==> config.mk <==
export PLATFORM = sky130hd
export DESIGN_NAME = pngu_recon
export DESIGN_NICKNAME = d
export VERILOG_FILES = /design/src/rtl/png_scanline_unfilter_top_assert.svh /design/src/rtl/pngu_pkg.sv /design/src/rtl/pngu_recon.sv
export SDC_FILE = /design/constraint.sdc
export NUM_CORES = 1
export LEC_CHECK = 0
export CAP_MARGIN = 20
export CORE_MARGIN = 3
export CORE_UTILIZATION = 44
export DETAILED_ROUTE_END_ITERATION = 7
export DONT_BUFFER_PORTS = 1
export GPL_ROUTABILITY_DRIVEN = 0
export PLACE_DENSITY = 0.58
export SLEW_MARGIN = 20
export SYNTH_ARGS = -nofsm -noshare
export SYNTH_HDL_FRONTEND = slang
export SYNTH_SLANG_ARGS = --single-unit
==> constraint.sdc <==
create_clock -name vclk -period 8.4
set_input_delay 0.42 -clock vclk [all_inputs]
set_output_delay 0.42 -clock vclk [all_outputs]
set_load 0.02 [all_outputs]
==> src/rtl/png_scanline_unfilter_top_assert.svh <==
// Assertion macros for the PNG scanline unfilter block.
`ifndef PNG_SCANLINE_UNFILTER_TOP_ASSERT_SVH
`define PNG_SCANLINE_UNFILTER_TOP_ASSERT_SVH
`ifndef SYNTH
// same-cycle implication
`define PNGU_AST_IMP(lbl, clk, rstn, ante, cons) \
	lbl: assert property (@(posedge clk) disable iff (!rstn) (ante) |-> (cons)) \
		else $error("pngu assertion failed");
// next-cycle implication
`define PNGU_AST_NXT(lbl, clk, rstn, ante, cons) \
	lbl: assert property (@(posedge clk) disable iff (!rstn) (ante) |=> (cons)) \
		else $error("pngu assertion failed");
`else
`define PNGU_AST_IMP(lbl, clk, rstn, ante, cons)
`define PNGU_AST_NXT(lbl, clk, rstn, ante, cons)
`endif
`endif

==> src/rtl/pngu_pkg.sv <==
// Shared constants and types for the PNG scanline unfilter.
package pngu_pkg;
	localparam int MAX_ROW_BYTES   = 16384;
	localparam int MAX_PIXEL_BYTES = 8;

	localparam int BYTE_W      = 8;
	localparam int ROW_BYTES_W = 15;
	localparam int BPP_W       = 4;
	localparam int CFG_IDX_W   = 2;
	localparam int FILT_W      = 3;

	localparam logic [CFG_IDX_W-1:0] REG_ROW_BYTES = 2'd0;
	localparam logic [CFG_IDX_W-1:0] REG_BPP       = 2'd1;

	localparam logic [ROW_BYTES_W-1:0] ROW_BYTES_RST = 15'd3;
	localparam logic [BPP_W-1:0]       BPP_RST       = 4'd3;

	localparam logic [FILT_W-1:0] FILT_NONE  = 3'd0;
	localparam logic [FILT_W-1:0] FILT_SUB   = 3'd1;
	localparam logic [FILT_W-1:0] FILT_UP    = 3'd2;
	localparam logic [FILT_W-1:0] FILT_AVG   = 3'd3;
	localparam logic [FILT_W-1:0] FILT_PAETH = 3'd4;
	localparam logic [FILT_W-1:0] FILT_BAD   = 3'd5;

	typedef struct packed {
		logic [FILT_W-1:0] filter;
		logic              has_left;
		logic              last;
	} s1_ctrl_t;
endpackage

==> src/rtl/pngu_recon.sv <==
// Predictor and reconstruction adder for the five PNG filter types.
module pngu_recon (
	input  pngu_pkg::s1_ctrl_t               ctrl,
	input  logic [pngu_pkg::BYTE_W-1:0]      x,
	input  logic [pngu_pkg::BYTE_W-1:0]      left,
	input  logic [pngu_pkg::BYTE_W-1:0]      up,
	input  logic [pngu_pkg::BYTE_W-1:0]      diag,
	output logic [pngu_pkg::BYTE_W-1:0]      recon
);
	localparam int SW = pngu_pkg::BYTE_W + 2;

	logic signed [SW-1:0] a_s, b_s, c_s;
	logic signed [SW-1:0] da, db, dc;
	logic [SW-1:0]        pa, pb, pc;
	logic [pngu_pkg::BYTE_W-1:0] paeth_pred;
	logic [pngu_pkg::BYTE_W:0]   avg_sum;
	logic [pngu_pkg::BYTE_W-1:0] pred;

	// p - a = b - c, p - b = a - c, p - c = a + b - 2c
	always_comb begin
		a_s = signed'(SW'(left));
		b_s = signed'(SW'(up));
		c_s = signed'(SW'(diag));
		da  = b_s - c_s;
		db  = a_s - c_s;
		dc  = a_s + b_s - c_s - c_s;
		pa  = (da < 0) ? unsigned'(-da) : unsigned'(da);
		pb  = (db < 0) ? unsigned'(-db) : unsigned'(db);
		pc  = (dc < 0) ? unsigned'(-dc) : unsigned'(dc);
		if (pa <= pb && pa <= pc) begin
			paeth_pred = left;
		end else if (pb <= pc) begin
			paeth_pred = up;
		end else begin
			paeth_pred = diag;
		end
	end

	always_comb begin
		avg_sum = {1'b0, left} + {1'b0, up};
		case (ctrl.filter)
			pngu_pkg::FILT_SUB:   pred = left;
			pngu_pkg::FILT_UP:    pred = up;
			pngu_pkg::FILT_AVG:   pred = avg_sum[pngu_pkg::BYTE_W:1];
			pngu_pkg::FILT_PAETH: pred = paeth_pred;
			default:              pred = '0;
		endcase
		recon = x + pred;
	end
endmodule

==> flow_metrics.py <==
metrics = {
    "die": {
        "die_y_um": 95.8,
        "placementRows": 32,
        "start_util_pct": 45.7,
        "io_pins": 45,
        "coreArea_um2": 7770,
        "dieArea_um2": 9180,
        "die_x_um": 95.8,
    },
    "logic_synthesis": {
        "ys_warn_count": 0,
        "syn_inst": 490,
        "synth-seq-area-share_pct": 0,
        "syn_area_per_cell_um2": 7.25,
        "synthDistinctLibCells": 61,
        "synth_area_um2": 3550,
    },
    "power": {
        "ir_worst_vdd_uv": 54.1,
        "p_leak_nw": 1.81,
        "power_density_nw_per_um2": 162,
        "power_uw": 596,
    },
    "setup_path": {
        "worstPathMaxFanout": 8,
        "cpLargestDelayFamily": "compound AO/OA/AOI/OAI gates",
        "worstSetupEndpointType": "output port",
        "slowest_stage": "or4b_2",
        "start_kind": "primary input",
        "critPathKind": "in -> out",
        "path_common_cell": "a21oi_1",
        "worstPathArrival_ns": 7.09,
        "critical-path-max-stage-delay_ns": 0.64,
        "required_ns": 7.98,
        "cp_num_buf_inv": 2,
    },
    "timing": {
        "final-hold-violation-count": 0,
        "timing.final.crit_share_pct": 89.4,
        "setup_tns_ns": 0,
        "rsz0062_at_grt": "no",
        "layout_setup_ws_ns": 0.890,
        "maxSlewViolCount": 0,
        "holdWs_ns": 1.06,
        "tightest_slew_ns": 0.843,
        "period_minus_slack_ns": 7.51,
        "worst_slew_margin_rel_pct": 43.7,
        "clock.fmax_mhz": 133,
        "setup_viol": 0,
    },
    "layout": {
        "diodes": 0,
        "drive_gt1_share_pct": 3.29,
        "synthToLayoutAreaGrowth_pct": 3.49,
        "final_util_pct": 47.3,
        "seq_cells": 0,
        "clkbuf_count": 0,
        "fillerInstances": 827,
        "finalNonFillerCells": 589,
        "multiInputGateArea_um2": 3270,
        "regArea_um2": 0,
        "design_area_um2": 3670,
        "layout_common_cells": "inv_1 (70), ha_1 (70), a21oi_1 (40)",
        "nNetsFinal": 608,
    },
    "global_route": {
        "antenna_found_initial": 0,
        "grt_pass1_wl_um": 16100,
        "globalRoute.totalOverflow": 0,
        "grt_max_degree": 18,
        "first_global_vias": 3337,
        "grt_usage_pct": 22.0,
    },
    "placement": {
        "dp.cells": 589,
        "placed_cell_area_um2": 3670,
        "pre_cts_ws_ns": 0.919,
        "dp.final_hpwl_um": 8410,
        "placement.io_buffers": 0,
    },
    "route": {
        "drt_iter0_markers": 145,
        "dr.pass1.iters": 4,
        "wirelength_um": 9590,
        "dr_wl_met2_um": 4490,
        "wl_met1_um": 4520,
        "top_layer": "met4",
        "dr_wl_met3_um": 404,
        "num_vias": 3395,
        "drc_errors": 0,
        "antenna_left": 0,
        "via_per_inst": 5.76,
        "drt-wirelength-per-cell_um": 16.3,
    },
    "clocking": {
        "cts_setup_buffers": 0,
        "cts_resized": 0,
        "hold_buffers": 0,
    },
    "hold_path": {
        "hold_class": "in -> out",
    },
    "flow_run": {
        "maxCapViolations": 0,
    },
    "run_status": {
        "outcome": "completed",
    },
}
-- final cells by class --
class	instances	share of cell area [%]
multi-input combinational	415	89.0
inverter	70	7.15
tap	102	3.47
timing repair buffer	2	0.409
-- final timing paths --
| kind | start | endpoint | slack (ns) | depth (start not counted) |
|---|---|---|---|---|
| hold / removal | x[0] | recon[0] | 1.06 | 1 |
| setup / recovery | left[2] | recon[7] | 0.89 | 27 |
-- power breakdown --
| part | switching [mW] | internal, mW | leakage [nW] |
|---|---|---|---|
| Combinational | 0.340 | 0.256 | 1.81 |
| Clock | 0 | 0 | 0 |
| Sequential | 0 | 0 | 0 |
-- logic make-up (layout without fill, tap and decap cells) --
| logic type | count (synthesis) | count (layout) | synth area share [%] |
|---|---|---|---|
| AO/OA/AOI/OAI | 153 | 153 | 28.0 |
| AND/OR/NAND/NOR | 123 | 123 | 18.2 |
| buffers and inverters | 77 | 72 | 8.14 |
| XOR/XNOR | 49 | 49 | 12.9 |
| adder cells (fa/ha/maj) | 82 | 82 | 31.4 |
| other | 2 | 4 | 0.211 |
| multiplexers | 4 | 4 | 1.16 |
-- per-layer routing --
metal	up-vias	global-route usage, %
met5	-	0
met4	0	4.38
met3	14	1.33
met2	74	39.4
met1	1569	29.1
li1	1738	-
-- cells in the mapped netlist, types with 3 or more instances --
cell | instances | area share [%]
ha_1 | 70 | 25
inv_1 | 70 | 7.4
a21oi_1 | 40 | 5.6
nor2_1 | 35 | 3.7
o21ai_0 | 35 | 4.9
xnor2_1 | 34 | 8.4
nand2_1 | 21 | 2.2
a21o_1 | 16 | 3.4
nand3_1 | 13 | 1.8
xor2_1 | 13 | 3.2
fa_1 | 12 | 6.8
o21bai_1 | 9 | 1.9
a22oi_1 | 8 | 1.7
o21a_1 | 8 | 1.7
a31oi_1 | 7 | 1.2
nand4_1 | 7 | 1.2
nor2b_1 | 7 | 1.2
clkbuf_1 | 6 | 0.63
and2_1 | 5 | 0.88
or3_1 | 5 | 0.88
a211o_1 | 4 | 0.99
nand2b_1 | 4 | 0.70
or2_2 | 4 | 0.70
a211oi_1 | 3 | 0.63
mux2i_1 | 3 | 0.85
nor3_1 | 3 | 0.42
or4_1 | 3 | 0.63
(Power assumes the default switching activity.)
